$ cat config.mk
export PLATFORM = sky130hd
export DESIGN_NAME = dda_grid_ray_caster_unit
export DESIGN_NICKNAME = d
export VERILOG_FILES = /design/src/hw/rtl/dda_pkg.sv /design/src/hw/rtl/dda_front.sv /design/src/hw/rtl/dda_fifo.sv /design/src/hw/rtl/dda_back.sv /design/src/hw/rtl/dda_grid_ray_caster_unit.sv
export SDC_FILE = /design/constraint.sdc
export NUM_CORES = 2
export LEC_CHECK = 0
export BUFFER_PORTS_ARGS = -buffer_cell sky130_fd_sc_hd__buf_2
export CAP_MARGIN = 20
export CELL_PAD_IN_SITES_DETAIL_PLACEMENT = 1
export CELL_PAD_IN_SITES_GLOBAL_PLACEMENT = 2
export CORE_UTILIZATION = 30
export DETAILED_ROUTE_END_ITERATION = 16
export GPL_ROUTABILITY_DRIVEN = 0
export HOLD_SLACK_MARGIN = 0.06
export MAX_ROUTING_LAYER = met4
export PLACE_DENSITY_LB_ADDON = 0.1
export REMOVE_ABC_BUFFERS = 1
export SKIP_CTS_REPAIR_TIMING = 1
export SLEW_MARGIN = 20
export SYNTH_ARGS = -nofsm -noshare
export SYNTH_HDL_FRONTEND = slang
export SYNTH_HIERARCHICAL = 1
export SYNTH_SLANG_ARGS = --single-unit
export TNS_END_PERCENT = 20
$ cat constraint.sdc
create_clock -name clk -period 6.73 [get_ports clk]
set_input_delay 1.346 -clock clk [delete_from_list [all_inputs] [get_ports clk]]
set_output_delay 1.346 -clock clk [all_outputs]
set_load 0.05 [all_outputs]
$ cat src/hw/rtl/dda_pkg.sv
// ----------------------------------------------------------------------------
// DDA ray caster package
// Shared constants, register codes, state encodings, config, queue entry and result types.
// ----------------------------------------------------------------------------
package dda_pkg;

    localparam int MAP_SIDE  = 16;
    localparam int CELL_W    = $clog2(MAP_SIDE);
    localparam int MAP_BITS  = MAP_SIDE * MAP_SIDE;
    localparam int MAX_STEPS = 32;
    localparam int STEP_W    = $clog2(MAX_STEPS + 1);
    localparam int FRAC_W    = 12;
    localparam int ONE_CELL  = 1 << FRAC_W;
    // Boundary distance numerator grows by one cell per step.
    localparam int T_W       = $clog2(ONE_CELL * (MAX_STEPS + 1) + 1);
    localparam int ACC_W     = T_W + 16;
    localparam int N_W       = T_W + 15;

    localparam int FIFO_DEPTH = 2;
    localparam int PTR_W      = $clog2(FIFO_DEPTH);
    localparam int CNT_W      = $clog2(FIFO_DEPTH + 1);

    localparam int REM_W     = 20;
    localparam int NUM_W     = 18;
    localparam int DCNT_W    = 5;
    localparam int DIST_STEPS = 16;
    localparam int H_STEPS    = 18;
    localparam int MIX_STEPS  = 8;

    localparam logic [9:0]  H_RESET    = 10'd240;
    localparam logic [15:0] RD_RESET   = 16'd4096;
    localparam logic [23:0] WALL_RESET = 24'hFAAFAF;
    localparam logic [23:0] FOG_RESET  = 24'h0064C8;

    typedef enum logic [2:0] {
        REG_MAP0  = 3'd0,
        REG_MAP1  = 3'd1,
        REG_MAP2  = 3'd2,
        REG_MAP3  = 3'd3,
        REG_HEIGHT = 3'd4,
        REG_RDIST = 3'd5,
        REG_WALL  = 3'd6,
        REG_FOG   = 3'd7
    } reg_idx_t;

    typedef enum logic [2:0] {
        FR_IDLE,
        FR_MULX,
        FR_MULY,
        FR_WALK,
        FR_PUSH
    } fr_state_t;

    typedef enum logic [3:0] {
        BK_IDLE,
        BK_MUL,
        BK_DSET,
        BK_DDIV,
        BK_HSET,
        BK_HDIV,
        BK_MSET,
        BK_MDIV,
        BK_BLEND,
        BK_DONE
    } bk_state_t;

    typedef struct packed {
        logic [9:0]  screen_height;
        logic [15:0] render_distance;
        logic [23:0] wall_color;
        logic [23:0] fog_color;
    } cfg_t;

    typedef struct packed {
        logic              hit;
        logic              side;
        logic [CELL_W-1:0] cx;
        logic [CELL_W-1:0] cy;
        logic [T_W-1:0]    t;
        logic [15:0]       a;
        logic [14:0]       vc;
    } qent_t;

    typedef struct packed {
        logic              hit;
        logic              side;
        logic [CELL_W-1:0] cell_x;
        logic [CELL_W-1:0] cell_y;
        logic [15:0]       distance;
        logic [9:0]        draw_start;
        logic [9:0]        draw_end;
        logic [8:0]        fog_mix;
        logic [7:0]        red;
        logic [7:0]        green;
        logic [7:0]        blue;
    } res_t;

endpackage

$ cat src/hw/rtl/dda_front.sv
// ----------------------------------------------------------------------------
// DDA front end
// Takes a ray request, sets up the boundary products, walks the map and pushes the result.
// ----------------------------------------------------------------------------
module dda_front
    import dda_pkg::*;
(
    input  logic                clk,
    input  logic                rst_n,
    input  logic                in_valid,
    output logic                in_stall,
    input  logic [15:0]         pos_x,
    input  logic [15:0]         pos_y,
    input  logic signed [15:0]  dir_x,
    input  logic signed [15:0]  dir_y,
    input  logic [14:0]         view_cos,
    input  logic [MAP_BITS-1:0] map_bits,
    output logic                q_push,
    output qent_t               q_data,
    input  logic                q_full
);

    fr_state_t         state_reg, state_next;
    logic [CELL_W-1:0] cx_reg, cy_reg;
    logic              sxn_reg, syn_reg, dxz_reg, dyz_reg;
    logic [T_W-1:0]    tx_reg, ty_reg;
    logic [15:0]       adx_reg, ady_reg;
    logic [ACC_W-1:0]  accx_reg, accy_reg;
    logic [STEP_W-1:0] cnt_reg;
    logic [14:0]       vc_reg;
    qent_t             ent_reg;

    logic              step_x, lim_x, lim_y, leave, wall, last, done;
    logic [CELL_W-1:0] ncx, ncy, tcx, tcy;

    always_comb
    begin
        step_x = !dxz_reg && (dyz_reg || (accx_reg < accy_reg));
        ncx    = sxn_reg ? cx_reg - 1'b1 : cx_reg + 1'b1;
        ncy    = syn_reg ? cy_reg - 1'b1 : cy_reg + 1'b1;
        lim_x  = sxn_reg ? (cx_reg == '0) : (cx_reg == CELL_W'(MAP_SIDE - 1));
        lim_y  = syn_reg ? (cy_reg == '0) : (cy_reg == CELL_W'(MAP_SIDE - 1));
        leave  = step_x ? lim_x : lim_y;
        tcx    = step_x ? ncx : cx_reg;
        tcy    = step_x ? cy_reg : ncy;
        wall   = map_bits[{tcy, tcx}];
        last   = (cnt_reg == STEP_W'(MAX_STEPS - 1));
        done   = leave || wall || last;
    end

    always_comb
    begin
        state_next = state_reg;
        unique case (state_reg)
            FR_IDLE: if (in_valid) state_next = FR_MULX;
            FR_MULX: state_next = FR_MULY;
            FR_MULY: state_next = FR_WALK;
            FR_WALK: if (done) state_next = FR_PUSH;
            FR_PUSH: if (!q_full) state_next = FR_IDLE;
            default: state_next = FR_IDLE;
        endcase
    end

    always_comb
    begin
        in_stall = (state_reg != FR_IDLE);
        q_push   = (state_reg == FR_PUSH) && !q_full;
        q_data   = ent_reg;
    end

    always_ff @(posedge clk or negedge rst_n)
    begin
        if (!rst_n)
        begin
            state_reg <= FR_IDLE;
        end
        else
        begin
            state_reg <= state_next;
        end
    end

    always_ff @(posedge clk)
    begin
        unique case (state_reg)
            FR_IDLE:
            begin
                if (in_valid)
                begin
                    cx_reg  <= pos_x[15:12];
                    cy_reg  <= pos_y[15:12];
                    sxn_reg <= dir_x[15];
                    syn_reg <= dir_y[15];
                    dxz_reg <= (dir_x == 16'sd0);
                    dyz_reg <= (dir_y == 16'sd0);
                    adx_reg <= dir_x[15] ? 16'(-dir_x) : 16'(dir_x);
                    ady_reg <= dir_y[15] ? 16'(-dir_y) : 16'(dir_y);
                    tx_reg  <= dir_x[15] ? T_W'(pos_x[11:0])
                                         : T_W'(ONE_CELL) - T_W'(pos_x[11:0]);
                    ty_reg  <= dir_y[15] ? T_W'(pos_y[11:0])
                                         : T_W'(ONE_CELL) - T_W'(pos_y[11:0]);
                    vc_reg  <= view_cos;
                end
            end
            FR_MULX: accx_reg <= ACC_W'(tx_reg * ady_reg);
            FR_MULY:
            begin
                accy_reg <= ACC_W'(ty_reg * adx_reg);
                cnt_reg  <= '0;
            end
            FR_WALK:
            begin
                // Products advance by one cell times the other axis slope.
                if (step_x)
                begin
                    tx_reg   <= tx_reg + T_W'(ONE_CELL);
                    accx_reg <= accx_reg + (ACC_W'(ady_reg) << FRAC_W);
                    cx_reg   <= ncx;
                end
                else
                begin
                    ty_reg   <= ty_reg + T_W'(ONE_CELL);
                    accy_reg <= accy_reg + (ACC_W'(adx_reg) << FRAC_W);
                    cy_reg   <= ncy;
                end
                cnt_reg      <= cnt_reg + 1'b1;
                ent_reg.hit  <= wall && !leave;
                ent_reg.side <= !step_x;
                ent_reg.cx   <= tcx;
                ent_reg.cy   <= tcy;
                ent_reg.t    <= step_x ? tx_reg : ty_reg;
                ent_reg.a    <= step_x ? adx_reg : ady_reg;
                ent_reg.vc   <= vc_reg;
            end
            FR_PUSH: ;
            default: ;
        endcase
    end

endmodule

$ cat src/hw/rtl/dda_fifo.sv
// ----------------------------------------------------------------------------
// DDA walk queue
// Small queue of walk results between the front end and the shading unit.
// ----------------------------------------------------------------------------
module dda_fifo
    import dda_pkg::*;
(
    input  logic  clk,
    input  logic  rst_n,
    input  logic  push,
    input  qent_t push_data,
    output logic  full,
    input  logic  pop,
    output qent_t pop_data,
    output logic  nonempty
);

    qent_t             mem_reg [FIFO_DEPTH];
    logic [PTR_W-1:0]  wr_reg, rd_reg;
    logic [CNT_W-1:0]  cnt_reg;

    assign full     = (cnt_reg == CNT_W'(FIFO_DEPTH));
    assign nonempty = (cnt_reg != '0);
    assign pop_data = mem_reg[rd_reg];

    always_ff @(posedge clk or negedge rst_n)
    begin
        if (!rst_n)
        begin
            wr_reg  <= '0;
            rd_reg  <= '0;
            cnt_reg <= '0;
        end
        else
        begin
            if (push) wr_reg <= wr_reg + 1'b1;
            if (pop)  rd_reg <= rd_reg + 1'b1;
            if (push && !pop)      cnt_reg <= cnt_reg + 1'b1;
            else if (pop && !push) cnt_reg <= cnt_reg - 1'b1;
        end
    end

    always_ff @(posedge clk)
    begin
        if (push) mem_reg[wr_reg] <= push_data;
    end

endmodule

$ cat src/hw/rtl/dda_back.sv
// ----------------------------------------------------------------------------
// DDA shading unit
// Distance, wall height and fog weight through one serial divider; span and colour from them.
// ----------------------------------------------------------------------------
module dda_back
    import dda_pkg::*;
(
    input  logic  clk,
    input  logic  rst_n,
    input  logic  q_valid,
    output logic  q_pop,
    input  qent_t q_data,
    input  cfg_t  cfg,
    output logic  out_valid,
    input  logic  out_stall,
    output res_t  res
);

    bk_state_t          state_reg, state_next;
    qent_t              ent_reg;
    logic [N_W-1:0]     n_reg;
    logic [15:0]        dist_reg;
    logic [17:0]        h_reg;
    logic [8:0]         mix_reg;
    logic [REM_W-1:0]   rem_reg, div_reg;
    logic [NUM_W-1:0]   num_reg;
    logic [17:0]        quo_reg;
    logic [DCNT_W-1:0]  dcnt_reg;
    res_t               res_reg, out_reg;
    logic               out_valid_reg;

    logic               out_free, out_load, sat, ge, div_last;
    logic [REM_W:0]     r2;
    logic [REM_W-1:0]   rem_nx, dden;
    logic [17:0]        quo_nx;
    logic [16:0]        hh;
    logic [8:0]         half_h;
    logic [17:0]        bot;
    logic [9:0]         start_v, end_v;

    function automatic logic [7:0] blend(input logic [7:0] w, input logic [7:0] f,
                                         input logic [8:0] mix);
        logic [16:0] s;
        s = 17'(w * (9'd256 - mix)) + 17'(f * mix);
        return s[15:8];
    endfunction

    always_comb
    begin
        out_free = !out_valid_reg || !out_stall;
        dden     = {ent_reg.a, 4'b0000};
        sat      = (ent_reg.a == '0) || (REM_W'(n_reg[N_W-1:16]) >= dden);
        r2       = {rem_reg, num_reg[NUM_W-1]};
        ge       = (r2 >= {1'b0, div_reg});
        rem_nx   = ge ? REM_W'(r2 - {1'b0, div_reg}) : r2[REM_W-1:0];
        quo_nx   = {quo_reg[16:0], ge};
        div_last = (dcnt_reg == DCNT_W'(1));
        // Wall span around the screen centre; a huge h clamps both ends.
        hh       = h_reg[17:1];
        half_h   = cfg.screen_height[9:1];
        start_v  = (hh < 17'(half_h)) ? 10'(half_h - hh[8:0]) : 10'd0;
        bot      = 18'(hh) + 18'(half_h);
        if (bot >= 18'(cfg.screen_height))
            end_v = (cfg.screen_height == '0) ? 10'd0 : cfg.screen_height - 1'b1;
        else
            end_v = bot[9:0];
    end

    always_comb
    begin
        state_next = state_reg;
        unique case (state_reg)
            BK_IDLE:  if (q_valid) state_next = q_data.hit ? BK_MUL : BK_DONE;
            BK_MUL:   state_next = BK_DSET;
            BK_DSET:  state_next = sat ? BK_HSET : BK_DDIV;
            BK_DDIV:  if (div_last) state_next = BK_HSET;
            BK_HSET:  state_next = (dist_reg == '0) ? BK_MSET : BK_HDIV;
            BK_HDIV:  if (div_last) state_next = BK_MSET;
            BK_MSET:  state_next = (dist_reg >= cfg.render_distance) ? BK_BLEND : BK_MDIV;
            BK_MDIV:  if (div_last) state_next = BK_BLEND;
            BK_BLEND: state_next = BK_DONE;
            BK_DONE:  if (out_free) state_next = BK_IDLE;
            default:  state_next = BK_IDLE;
        endcase
    end

    always_comb
    begin
        q_pop     = (state_reg == BK_IDLE) && q_valid;
        out_load  = (state_reg == BK_DONE) && out_free;
        out_valid = out_valid_reg;
        res       = out_reg;
    end

    always_ff @(posedge clk or negedge rst_n)
    begin
        if (!rst_n)
        begin
            state_reg     <= BK_IDLE;
            out_valid_reg <= 1'b0;
        end
        else
        begin
            state_reg     <= state_next;
            out_valid_reg <= out_load || (out_valid_reg && out_stall);
        end
    end

    always_ff @(posedge clk)
    begin
        if (out_load) out_reg <= res_reg;
        unique case (state_reg)
            BK_IDLE:
            begin
                if (q_valid)
                begin
                    ent_reg <= q_data;
                    if (!q_data.hit) res_reg <= '0;
                end
            end
            BK_MUL: n_reg <= N_W'(ent_reg.t * ent_reg.vc);
            BK_DSET:
            begin
                if (sat)
                begin
                    dist_reg <= 16'hFFFF;
                end
                else
                begin
                    rem_reg  <= REM_W'(n_reg[N_W-1:16]);
                    num_reg  <= {n_reg[15:0], 2'b00};
                    div_reg  <= dden;
                    quo_reg  <= '0;
                    dcnt_reg <= DCNT_W'(DIST_STEPS);
                end
            end
            BK_HSET:
            begin
                if (dist_reg == '0)
                begin
                    h_reg <= '1;
                end
                else
                begin
                    rem_reg  <= '0;
                    num_reg  <= {cfg.screen_height, 8'h00};
                    div_reg  <= REM_W'(dist_reg);
                    quo_reg  <= '0;
                    dcnt_reg <= DCNT_W'(H_STEPS);
                end
            end
            BK_MSET:
            begin
                if (dist_reg >= cfg.render_distance)
                begin
                    mix_reg <= 9'd256;
                end
                else
                begin
                    rem_reg  <= REM_W'(dist_reg);
                    num_reg  <= '0;
                    div_reg  <= REM_W'(cfg.render_distance);
                    quo_reg  <= '0;
                    dcnt_reg <= DCNT_W'(MIX_STEPS);
                end
            end
            BK_DDIV, BK_HDIV, BK_MDIV:
            begin
                rem_reg  <= rem_nx;
                num_reg  <= num_reg << 1;
                quo_reg  <= quo_nx;
                dcnt_reg <= dcnt_reg - 1'b1;
                if (div_last)
                begin
                    if (state_reg == BK_DDIV)      dist_reg <= quo_nx[15:0];
                    else if (state_reg == BK_HDIV) h_reg    <= quo_nx;
                    else                           mix_reg  <= {1'b0, quo_nx[7:0]};
                end
            end
            BK_BLEND:
            begin
                res_reg.hit        <= 1'b1;
                res_reg.side       <= ent_reg.side;
                res_reg.cell_x     <= ent_reg.cx;
                res_reg.cell_y     <= ent_reg.cy;
                res_reg.distance   <= dist_reg;
                res_reg.draw_start <= start_v;
                res_reg.draw_end   <= end_v;
                res_reg.fog_mix    <= mix_reg;
                res_reg.red   <= blend(cfg.wall_color[23:16], cfg.fog_color[23:16], mix_reg);
                res_reg.green <= blend(cfg.wall_color[15:8], cfg.fog_color[15:8], mix_reg);
                res_reg.blue  <= blend(cfg.wall_color[7:0], cfg.fog_color[7:0], mix_reg);
            end
            BK_DONE: ;
            default: ;
        endcase
    end

    a_div_count: assert property (@(posedge clk) disable iff (!rst_n)
        (state_reg == BK_DDIV || state_reg == BK_HDIV || state_reg == BK_MDIV)
        |-> dcnt_reg != '0)
        else $error("divider running with zero step count");

    a_mix_range: assert property (@(posedge clk) disable iff (!rst_n)
        (state_reg == BK_BLEND) |-> mix_reg <= 9'd256)
        else $error("fog weight above full fog");

    a_pop_next: assert property (@(posedge clk) disable iff (!rst_n)
        q_pop |=> (state_reg == BK_MUL || state_reg == BK_DONE))
        else $error("popped entry not taken up");

    a_load_valid: assert property (@(posedge clk) disable iff (!rst_n)
        out_load |=> out_valid_reg)
        else $error("loaded result not presented");

endmodule

$ cat src/hw/rtl/dda_grid_ray_caster_unit.sv
// ----------------------------------------------------------------------------
// DDA grid ray caster
// Casts one screen column's ray through a 16x16 wall map and shades it.
// ----------------------------------------------------------------------------
//  channel  | direction | handshake          | content
//  in       | to block  | in_valid/in_stall  | pos_x pos_y dir_x dir_y view_cos
//  out      | from block| out_valid/out_stall| hit side cell, distance, span, fog, rgb
//  config   | to block  | APB psel/penable   | map rows, height, fog distance, colors
//
// A ray is taken in the idle state, then the walk runs the FR_MULX and FR_MULY multiply
// states, one grid step per cycle (up to MAX_STEPS) and a push into the queue, which
// waits while the queue is full; a new request is taken only once the ray is pushed.
// Shading a hit runs the one-bit-a-cycle divider for 16 distance bits, 18 height
// bits and 8 fog bits; a miss skips the divider and goes straight to the output.
// A two-entry queue lets the walk of the next ray overlap the shading.
// Reset empties the pipeline and loads the register defaults; no clearing pass.
// A stalled output holds its request while the block keeps working behind it.
// ----------------------------------------------------------------------------
module dda_grid_ray_caster_unit
    import dda_pkg::*;
(
    input  logic               clk,
    input  logic               rst_n,
    input  logic               psel,
    input  logic               penable,
    input  logic               pwrite,
    input  logic [5:0]         paddr,
    input  logic [63:0]        pwdata,
    output logic [63:0]        prdata,
    output logic               pready,
    input  logic               in_valid,
    output logic               in_stall,
    input  logic [15:0]        pos_x,
    input  logic [15:0]        pos_y,
    input  logic signed [15:0] dir_x,
    input  logic signed [15:0] dir_y,
    input  logic [14:0]        view_cos,
    output logic               out_valid,
    input  logic               out_stall,
    output logic               hit,
    output logic               side,
    output logic [3:0]         cell_x,
    output logic [3:0]         cell_y,
    output logic [15:0]        distance,
    output logic [9:0]         draw_start,
    output logic [9:0]         draw_end,
    output logic [8:0]         fog_mix,
    output logic [7:0]         red,
    output logic [7:0]         green,
    output logic [7:0]         blue
);

    logic [3:0][63:0] map_reg;
    cfg_t             cfg_reg;
    reg_idx_t         idx;
    logic             wr;
    logic             q_push, q_full, q_pop, q_nonempty;
    qent_t            q_in, q_out;
    res_t             res;

    assign pready = 1'b1;
    assign idx    = reg_idx_t'(paddr[5:3]);
    assign wr     = psel && penable && pwrite;

    always_ff @(posedge clk or negedge rst_n)
    begin
        if (!rst_n)
        begin
            map_reg                 <= '0;
            cfg_reg.screen_height   <= H_RESET;
            cfg_reg.render_distance <= RD_RESET;
            cfg_reg.wall_color      <= WALL_RESET;
            cfg_reg.fog_color       <= FOG_RESET;
        end
        else if (wr)
        begin
            unique case (idx)
                REG_MAP0:   map_reg[0] <= pwdata;
                REG_MAP1:   map_reg[1] <= pwdata;
                REG_MAP2:   map_reg[2] <= pwdata;
                REG_MAP3:   map_reg[3] <= pwdata;
                REG_HEIGHT: cfg_reg.screen_height   <= pwdata[9:0];
                REG_RDIST:  cfg_reg.render_distance <= pwdata[15:0];
                REG_WALL:   cfg_reg.wall_color      <= pwdata[23:0];
                REG_FOG:    cfg_reg.fog_color       <= pwdata[23:0];
                default: ;
            endcase
        end
    end

    always_comb
    begin
        unique case (idx)
            REG_MAP0:   prdata = map_reg[0];
            REG_MAP1:   prdata = map_reg[1];
            REG_MAP2:   prdata = map_reg[2];
            REG_MAP3:   prdata = map_reg[3];
            REG_HEIGHT: prdata = 64'(cfg_reg.screen_height);
            REG_RDIST:  prdata = 64'(cfg_reg.render_distance);
            REG_WALL:   prdata = 64'(cfg_reg.wall_color);
            REG_FOG:    prdata = 64'(cfg_reg.fog_color);
            default:    prdata = '0;
        endcase
    end

    dda_front u_front (
        .clk      (clk),
        .rst_n    (rst_n),
        .in_valid (in_valid),
        .in_stall (in_stall),
        .pos_x    (pos_x),
        .pos_y    (pos_y),
        .dir_x    (dir_x),
        .dir_y    (dir_y),
        .view_cos (view_cos),
        .map_bits (map_reg),
        .q_push   (q_push),
        .q_data   (q_in),
        .q_full   (q_full)
    );

    dda_fifo u_fifo (
        .clk       (clk),
        .rst_n     (rst_n),
        .push      (q_push),
        .push_data (q_in),
        .full      (q_full),
        .pop       (q_pop),
        .pop_data  (q_out),
        .nonempty  (q_nonempty)
    );

    dda_back u_back (
        .clk       (clk),
        .rst_n     (rst_n),
        .q_valid   (q_nonempty),
        .q_pop     (q_pop),
        .q_data    (q_out),
        .cfg       (cfg_reg),
        .out_valid (out_valid),
        .out_stall (out_stall),
        .res       (res)
    );

    assign hit        = res.hit;
    assign side       = res.side;
    assign cell_x     = res.cell_x;
    assign cell_y     = res.cell_y;
    assign distance   = res.distance;
    assign draw_start = res.draw_start;
    assign draw_end   = res.draw_end;
    assign fog_mix    = res.fog_mix;
    assign red        = res.red;
    assign green      = res.green;
    assign blue       = res.blue;

endmodule

== Word level (Yosys, flattened, before mapping) ==
Memory sizes are Yosys's and may differ from the RTL's.
Index checks and enable logic that the tools add are counted.

* $add $sub $neg: 26
* Multiply operators: 9
* $lt $le $gt $ge: 7
* Eq/ne operators: 47
* Muxes and demuxes: 89
* Reductions and logical operators: 70

{| class="wikitable"
|+ Operator list
! cell !! count
|-
| $pmux W64 S8 || 1
|-
| $mux W18 || 14
|-
| $mux W79 || 2
|-
| $pmux W79 S2 || 1
|-
| $mux W20 || 7
|-
| $pmux W34 S2 || 2
|-
| $pmux W18 S2 || 3
|-
| $pmux W20 S4 || 1
|-
| $pmux W18 S4 || 1
|-
| $add A34 B28 Y34 || 2
|-
| $mul A18 B16 Y34 || 2
|-
| $mux W34 || 2
|-
| $pmux W17 S4 || 1
|-
| $logic_not A16 Y1 || 4
|-
| $mux W16 || 4
|-
| $pmux W20 S3 || 1
|-
| $mux W4 || 13
|-
| $mul A8 B17 Y16 || 3
|-
| $add A16 B16 Y16 || 3
|-
| $mul A8 B9 Y16 || 3
|-
| $pmux W4 S10 || 1
|-
| $add A18 B13 Y18 const B || 2
|-
| $mux W9 || 4
|-
| $lt A34 B34 Y1 || 1
|-
| other kinds (61) || 170
|}

* Register bits: 942
* Memory bits (writable): 118
* Input port bits: 156
* Output and inout bits: 146
* Word-level logic and storage cells: 323
* Memories kept: 1

{| class="wikitable"
|+ Memories
! name !! words !! width !! read ports !! clocked after memory_dff !! write ports !! RTL line !! text
|-
| u_fifo.mem_reg || 2 || 59 || 1 || 0 || 1 || dda_fifo.sv:18 || <nowiki>qent_t mem_reg [FIFO_DEPTH];</nowiki>
|}

== Depth between registers and ports, before layout ==
* Depth in word-level cells: 10
* Depth in mapped cells: 28
* Depth with buffers taken out: 26

== By module ==
The synthesis kept the hierarchy.

{| class="wikitable"
|+ By module, submodules not included
! module !! instances !! cells an instance !! area each (µm²) !! sequential area each (µm²)
|-
| dda_back || 1 || 3862 || 40128.5 || 11205.7
|-
| dda_front || 1 || 3637 || 35416.5 || 6921.6
|-
| dda_grid_ray_caster_unit || 1 || 1007 || 14935.6 || 8294.2
|-
| dda_fifo || 1 || 200 || 4749.6 || 3643.5
|}

== Worst setup path before layout ==
No wires, ideal clock.

* Path kind: reg2reg
* Start: reg u_back.mix_reg[0]
* End: reg u_back/res_reg[15] (netlist bit) (data pin)
* Library setup time: 266 ps
* Arrival: 6617 ps
* Required time: 6464 ps
* Slack: -153 ps
* Cell stages (with the launch flop): 27
* Buffers on the path: 2
* Clock period less this slack: 6883 ps
* Cells stage by stage: edfxtp_1 > clkbuf_1 > inv_1 > ha_1 > nand2_1 > nor3_1 > xnor2_1 > clkbuf_1 > nand2_1 > fa_1 > fa_1 > fa_1 > fa_1 > inv_1 > fa_1 > inv_1 > fa_1 > inv_1 > ha_1 > or3_1 > a31oi_1 > o21ai_0 > a41o_1 > o41ai_1 > o21ba_2 > xnor2_1 > nor2_1

* Word-level cells in the longest chain between the ends: 4
* Elaborated cells between the ends (all ways): 5
* Classes of those cells: 2 x add/sub; 2 x mul; 1 x mux

{| class="wikitable"
|+ Ends and longest elaborated chain
! item !! RTL line !! text
|-
| start, declared || dda_back.sv:24 || <nowiki>logic [8:0] mix_reg;</nowiki>
|-
| start signal, assigned || dda_back.sv:177 || <nowiki>else mix_reg <= {1'b0, quo_nx[7:0]};</nowiki>
|-
| $sub A9 B9 Y10 || dda_back.sv:44 || <nowiki>s = 17'(w * (9'd256 - mix)) + 17'(f * mix);</nowiki>
|-
| $mul A8 B17 Y16 || dda_back.sv:44 ||
|-
| $add A16 B16 Y16 (*) || dda_back.sv:44 ||
|-
| $pmux W79 S2 (*) || dda_back.sv:112 || <nowiki>unique case (state_reg)</nowiki>
|-
| end, declared || dda_back.sv:29 || <nowiki>res_t res_reg, out_reg;</nowiki>
|}

Mark *: on every way between the ends. The rest lies on a longest branch, timed or not.
A chain may end at the register's enable or synchronous reset.

== Worst setup path in the final report ==
* Start: reg u_back.mix_reg[3]
* End: reg u_back/res_reg[15] (netlist bit) (data pin)

The elaborated chain is that of the path after synthesis.

==> out/metrics.yaml <==
status:
  status: "complete, but fails checks"
  violations: "setup timing"
finish:
  layout-drive-gt1-share: 0.195
  fin_cells: 13600
  fin_util: 0.351
  areaGrowthSynthToFinish_pct: 16.3
  layout.nets: 11100
  largest_reg_flops: 256
hold_path:
  hold_class: "register to register"
worst_setup_path:
  cp.arrival_ps: 7280
  path_buf_inv: 8
  crit_path_max_incr_delay_ps: 560
  critical_path.most_common_cell: "fa_1"
  required_ps: 7250
  cp_slowest_cell: "fa_1"
  critPathCaptureType: "register"
  worstPathMaxFanout: 5
  crit_type: "register to register"
  critPathTopFamily: "adder cells"
  cp-start-kind: "register"
run:
  cap_violations: 0
yosys:
  yosysWarnings: 6
  ys_ff_latch: 1057
  syn_inst: 8706
  synth_edf_count: 715
  synth_area_leaders: "edfxtp_1 (23%), fa_1 (22%), ha_1 (8.3%), dfrtp_1 (8.2%), inv_1 (5.4%)"
  async_flop_share: 0.324
  synth_area_leader_cell: "edfxtp_1"
  ys.flop_type: "edfxtp_1"
  syn_avg_cell_area_um2: 10.9
  ys_seq_area_frac: 0.316
  synth.top_cell.area_share: 0.225
  synth.cell_area_mm2: 0.0952
  ys_types: 106
die:
  start_util: 0.302
  io_pins: 302
  dieHeight_um: 565
  die_w_um: 565
  fp.coreArea_mm2: 0.315
  placementRows: 206
  die_area_mm2: 0.320
clocking:
  clock_sinks: 1057
  clock_path_buffers: 4
  cts_buffers: 141
  cts_max_level: 4
  clk_pin_slew_worst_paths_ps: 60
  cts_tree: "built"
  root_buffer: "clkbuf_16"
  clk_latency_ps: 840
sta:
  max_freq_mhz: 148
  min_period_ps: 6760
  drv_slew: 0
  grt_setup_unrepaired: "true"
  hold_ws_ps: 394
  finalWorstSetupSlack_ps: -34.4
  relSlewSlack: 0.293
  min_period_over_period: 1.01
  tightest_slew_ps: 1060
  finalHoldViolCount: 0
  finalClockSkew_ps: 74.1
  setup_viol: 1
placement:
  place_inst: 13300
  place_ws_ps: -358
  io_buffers: 297
  dp_hpwl_um: 247000
grt:
  overflow: 0
  met3_usage: 0.0184
  antenna_found_initial: 35
  busiest_layer: "met2"
  grt_max_degree: 152
  use_met2: 0.338
  grt_pass1_wl_um: 476000
  grt_pass1_vias: 72900
  met1_usage: 0.268
  track_usage: 0.204
route:
  wl_um: 314000
  drt-pass1-iter-count: 6
  vias: 65700
  wl_per_cell_um: 23.1
  post-route-drc-count: 0
  via_per_inst: 4.83
  antenna_left: 0
  drt_iter0_markers: 2956
==> synthesized netlist by cell type, drive strengths merged, types with 79 or more instances <==
cell type  instances
nand2            918
ha               628
mux4             164
inv             1364
nand3             79
buf              134
clkbuf           278
nor3              93
fa              1023
edfxtp           715
mux2             411
dfrtp            313
a21oi            185
mux2i            117
xnor2            215
and2             743
o21ai            183
nor2             267
==> per-stage QoR <==
stage / TNS, ps / area (um2)
after floorplan: -94690 / 93400
after global placement: -2690 / 105000
after detailed placement: -3920 / 105000
after CTS: -4570 / 109000
after global routing: -3290 / 111000
final: -34.4 / 111000
==> kinds of logic (layout without fill, tap and decap cells) <==
family	after synthesis	count (layout)	share of synthesized area
and+or+nand+nor	2411	2411	0.126
buffers and inverters	1781	2501	0.0733
adders and majority gates	1651	1651	0.298
DFF	1057	1057	0.316
AOI/OAI and AO/OA	819	819	0.0575
muxes	692	692	0.102
xor gates and xnor gates	294	294	0.0273
other	1	21	0.0000394
==> per-layer routing <==
layer | up-vias | wire length [um]
met5 | - | 0
met4 | 0 | 7970
met3 | 314 | 8090
met2 | 890 | 153000
met1 | 34500 | 145000
li1 | 30000 | -
==> worst paths after layout <==
path | start | end | slack (ps) | cells after the start
min | u_back/res_reg[12] | u_back/res[12] | 390 | 0
max reg2reg | u_back/mix_reg[3] | u_back/res_reg[15] | -30 | 26
min reg2reg | u_back/res_reg[12] | u_back/res[12] | 390 | 0
max | u_back/mix_reg[3] | u_back/res_reg[15] | -30 | 26
max in group asynchronous | rst_n | u_fifo/rd_reg | 4750 | 2
min in group asynchronous | rst_n | map_reg[117] | 580 | 1
==> placed cells by master, fill, tap and decap left out, types with 26 or more instances in the layout <==
| cell | instances |
|---|---|
| inv_1 | 1337 |
| nand2_1 | 907 |
| o21a_1 | 33 |
| and3_1 | 63 |
| nor3_1 | 82 |
| dfstp_2 | 29 |
| ha_1 | 610 |
| mux4_2 | 161 |
| clkbuf_1 | 32 |
| fa_1 | 1013 |
| buf_4 | 533 |
| o21ai_0 | 151 |
| mux2_4 | 59 |
| mux2_1 | 66 |
| mux2i_1 | 116 |
| nand3_1 | 78 |
| a211oi_1 | 29 |
| a22oi_1 | 37 |
| dfrtp_1 | 312 |
| nor2b_1 | 38 |
| mux2_2 | 286 |
| nand2b_1 | 75 |
| a21o_1 | 78 |
| buf_2 | 294 |
| nand4_1 | 33 |
| xnor2_1 | 206 |
| xor2_1 | 74 |
| a31oi_1 | 26 |
| buf_12 | 36 |
| a21oi_1 | 165 |
| and2_1 | 727 |
| nor2_1 | 251 |
| edfxtp_1 | 715 |
| clkbuf_16 | 144 |
==> area by class of cell <==
type                       count  area [um2]
tap                         4160        5200
inverter                    1369        5150
multi-input combinational   5868       59200
antenna                       20        50.0
sequential                  1057       30100
fill                       34700      204000
clock inverter                58         702
timing repair buffer         888        6490
clock buffer                 186        3860
Power is left out: the tool's default activity adds up to more than one toggle a clock period on the data nets, which glitch-free logic cannot reach.
